==> config.mk <==
export PLATFORM = sky130hd
export DESIGN_NAME = mucc_cell
export DESIGN_NICKNAME = d
export VERILOG_FILES = /design/src/hdl/mucc_pkg.sv /design/src/hdl/mucc_cell.sv
export SDC_FILE = /design/constraint.sdc
export NUM_CORES = 1
export LEC_CHECK = 0
export BUFFER_PORTS_ARGS = -buffer_cell sky130_fd_sc_hd__buf_2
export CORE_AREA = 2 2 87 89
export CTS_CLUSTER_DIAMETER = 150
export DETAILED_ROUTE_END_ITERATION = 16
export DIE_AREA = 0 0 89 91
export HOLD_SLACK_MARGIN = 0.12
export MAX_ROUTING_LAYER = met4
export PLACE_DENSITY = 0.64
export SYNTH_ARGS = -nofsm -noshare
export SYNTH_HDL_FRONTEND = slang
export SYNTH_SLANG_ARGS = --single-unit
==> constraint.sdc <==
create_clock -name clk_i -period 1.96 [get_ports clk_i]
set_clock_uncertainty 0.15 [all_clocks]
set_input_delay 0.392 -clock clk_i [delete_from_list [all_inputs] [get_ports clk_i]]
set_output_delay 0.392 -clock clk_i [all_outputs]
set_load 0.005 [all_outputs]
==> src/hdl/mucc_pkg.sv <==
// package for the masked unique color collector
// holds table sizing, the search word type and the controller state type
`timescale 1ns / 1ps

package mucc_pkg;

  localparam int unsigned TABLE_CAPACITY = 256;
  localparam int unsigned IDX_W          = $clog2(TABLE_CAPACITY);
  localparam int unsigned CNT_W          = $clog2(TABLE_CAPACITY + 1);
  localparam int unsigned COLOR_W        = 32;
  localparam int unsigned MASK_W         = 4;
  localparam logic [MASK_W-1:0] MASK_RESET = 4'hF;
  localparam logic [IDX_W-1:0] LAST_IDX  = IDX_W'(TABLE_CAPACITY - 1);

  // search word travelling down the cell chain
  typedef struct packed {
    logic               vld;
    logic [COLOR_W-1:0] key;
  } tok_t;

  typedef enum logic {
    ST_IDLE,
    ST_SEARCH
  } ctrl_state_e;

  // zero every byte whose plane bit is clear
  function automatic logic [COLOR_W-1:0] apply_planes(input logic [COLOR_W-1:0] px,
                                                      input logic [MASK_W-1:0]  mask);
    logic [COLOR_W-1:0] keep;
    keep = {{8{mask[3]}}, {8{mask[2]}}, {8{mask[1]}}, {8{mask[0]}}};
    return px & keep;
  endfunction

endpackage

==> src/hdl/mucc_cell.sv <==
// one table cell: holds a stored color, compares the passing word against it
// and appends the word when it sits at the fill position; uses mucc_pkg
`timescale 1ns / 1ps

module mucc_cell import mucc_pkg::*; (
  input  logic             clk_i,
  input  logic             rst_ni,
  input  tok_t             tok_i,
  input  logic [IDX_W-1:0] idx_i,
  input  logic [CNT_W-1:0] count_i,
  output tok_t             tok_o,
  output logic             hit_o
);

  logic [COLOR_W-1:0] entry_q;
  logic               vld_q;
  logic [COLOR_W-1:0] key_q;
  logic               at_end;
  logic               hit;

  // the word stops at the first unfilled cell, so later cells are never compared
  assign at_end = ({1'b0, idx_i} == count_i);
  assign hit    = tok_i.vld && !at_end && (entry_q == tok_i.key);

  always_ff @(posedge clk_i) begin
    if (tok_i.vld && at_end) begin
      entry_q <= tok_i.key;
    end
    key_q <= tok_i.key;
  end

  always_ff @(posedge clk_i or negedge rst_ni) begin
    if (!rst_ni) begin
      vld_q <= 1'b0;
    end else begin
      vld_q <= tok_i.vld && !hit && !at_end;
    end
  end

  assign tok_o = '{vld: vld_q, key: key_q};
  assign hit_o = hit;

endmodule

==> results.yml <==
die:
  ioPinCount: 86
  fp.dieH_um: 91
  dieArea_um2: 8100
  row_count: 31
  start_util: 0.295
  die_w_um: 89
  core_area_um2: 7140
logic_synthesis:
  syn_avg_cell_area_um2: 17.0
  synth_area_leaders: "edfxtp_1, dfxtp_1, xor2_1, nor4_1, xnor2_1"
  synth_area_um2: 2100
  synth_top_area_cell: "edfxtp_1"
  synth_seq_area_share: 0.773
  yosysWarnings: 0
  synthCells: 124
  netlist.area_leader.share: 0.457
  synth_nets: 176
  ys_ff_latch: 65
  ys_types: 15
cells_and_area:
  area_growth_pct: 60.3
  drive_above_1_share: 0.443
  num-fill-cells: 689
  antennaDiodeCount: 0
  nets: 320
  utilization: 0.473
  seqCellArea_um2: 1630
  multi_input_area_um2: 500
timing:
  rsz0062_at_grt: "true"
  drv_slew: 0
  setup_viol: 1
  min_period_over_period: 1.17
  hold_ws_ns: 0.136
  min_period_ns: 2.30
  hold_violations: 0
  slew_headroom: 0.809
  worst_slack_ns: -0.338
  clock.fmax_mhz: 435
  worst_pin_slew_ns: 0.284
worst_setup_path:
  crit_arrival_ns: 1.76
  rr_endpoint: "vld_q"
  endpoint: "hit_o"
  worst-r2r-setup-slack_ns: 0.24
  worst-path-max-fanout: 2
  cp-end-kind: "output port"
  r2r_start: "entry_q[2]"
  worst_setup_path_start_kind: "flop"
  reg2reg_depth: 6
  critPathKind: "reg -> out"
  crit_required_ns: 1.42
  crit_start: "entry_q[2]"
placed_design:
  dpl.hpwl_um: 2890
  gp_congestion: 0.717
  portBuffers: 85
detailed_routing:
  viasPerCell: 3.97
  wirelength_um: 4340
  dr.pass1.iters: 4
  wl_per_cell_um: 11.7
  via_count: 1475
  ant_nets: 0
  first_iter_violations: 31
  drc: 0
global_route:
  antenna_found_initial: 0
  grt-ovfl-total: 0
  grt_use_total: 0.111
  grt_max_degree: 33
  grt_pass1_vias: 1494
  grt_pass1_wl_um: 6510
clocking:
  clockRootBuffer: "clkbuf_8"
  cts_buffers: 9
  cts_tree: "built"
  max-clock-path-buffers: 2
  clk_pin_slew_ns: 0.07
  clock_sinks: 65
  clk_latency_ns: 0.34
  cts_htree_levels: 3
run_status:
  violations: "setup timing"
  status: "finished with violations"
power:
  power.leakage_nw: 1.43
  vdd_ir_drop_max_mv: 0.520
  pwr_density_cell_nw_per_um2: 902
min_path:
  hold_class: "in -> reg"
  hold_path.startpoint: "tok_i[19]"
flow_run:
  drv_cap: 0
-- per-stage QoR --
| step | area [um2] | setup TNS, ns | setup slack (ns) | power (mW) | cells |
|---|---|---|---|---|---|
| 6_report | 3370 | -0.338 | -0.338 | 3.04 | 372 |
| 5_1_grt | 3370 | -0.496 | -0.496 | 3.17 | 372 |
| 4_1_cts | 3370 | -0.386 | -0.386 | 3.08 | 372 |
| 3_5_place_dp | 2800 | -6.04 | -0.236 | 1.69 | 324 |
| 3_3_place_gp | 2800 | -5.16 | -0.242 | 1.69 | 324 |
| 2_1_floorplan | 2120 | -23.27 | -0.727 | 1.56 | 124 |
-- metal layers --
layer | vias to the layer above | wire length [um] | global-route usage
li1 | 733 | - | -
met1 | 680 | 1880 | 0.132
met2 | 53 | 2060 | 0.162
met3 | 9 | 304 | 0.0427
met4 | 0 | 92 | 0.0597
met5 | - | 0 | -
-- report_power, final --
group	total (mW)	switching [mW]	leakage, nW	internal [mW]
Combinational	0.244	0.0956	0.743	0.148
Clock	1.33	0.493	0.116	0.839
Sequential	1.47	0.00806	0.569	1.46
-- worst min path at each step --
stage,slack (ns),end,cells past startpoint
3_3_place_gp,0.02,vld_q,1
2_1_floorplan,-0.05,vld_q,0
4_1_cts,0.12,key_q[19],2
3_5_place_dp,0.02,vld_q,1
6_report,0.14,key_q[19],2
5_1_grt,0.13,entry_q[13],1
-- synthesized netlist by cell type --
master / count
buf_4: 1
dfrtp_1: 1
dfxtp_1: 32
edfxtp_1: 32
inv_1: 1
nand2_1: 1
nand3_1: 1
nand4_1: 2
nor3_1: 1
nor4_1: 9
o21ba_1: 1
o31ai_2: 1
or4_4: 1
xnor2_1: 5
xor2_1: 35
-- final cells by class --
cell class	instances	area share
repair buffers	134	0.263
multi-input cells	57	0.148
clock inverters	6	0.0315
clock buffers	10	0.0378
flip-flops and latches	65	0.482
inverters	1	0.00111
well taps	99	0.0367
-- worst max-delay path: stages, from the launching register on --
cell and delay [ns]:
edfxtp_1 0.38, xor2_1 0.15, nor4_1 0.28, buf_4 0.16, nand4_1 0.14, nor3_1 0.16
buf_2 0.15
-- cells in the final DEF (no fill, tap or decap), types with 2 or more instances in the layout --
master	n
xnor2_1	5
bufinv_16	3
nor4_2	3
buf_4	16
edfxtp_1	32
clkbuf_8	9
dfxtp_1	32
xor2_1	35
dlygate4sd3_1	32
clkinv_1	2
nor4_1	5
buf_2	85
nand4_1	2
-- cells by family after synthesis --
| family | count (synthesis) | synth area share |
|---|---|---|
| simple gates | 15 | 0.0446 |
| flops | 65 | 0.773 |
| buf+inv | 2 | 0.00535 |
| compound gates | 2 | 0.0107 |
| xor+xnor | 40 | 0.166 |
-- repair_timing --
| item | in CTS | in global routing |
|---|---|---|
| hold buffers | 32 | 0 |
| endpoints found under the hold margin | 49 | 0 |
| pin swaps | 2 | 1 |
| gates resized for setup | 3 | 0 |
| setup buffers | 0 | 0 |
| endpoints found under the setup margin | 1 | 1 |
-- sequential cells by signal, indices dropped and copies added, names as in the netlist --
| name | flops |
|---|---|
| entry_q | 32 |
| vld_q | 1 |
| key_q | 32 |
No activity file was read; power rests on OpenSTA's default activity.
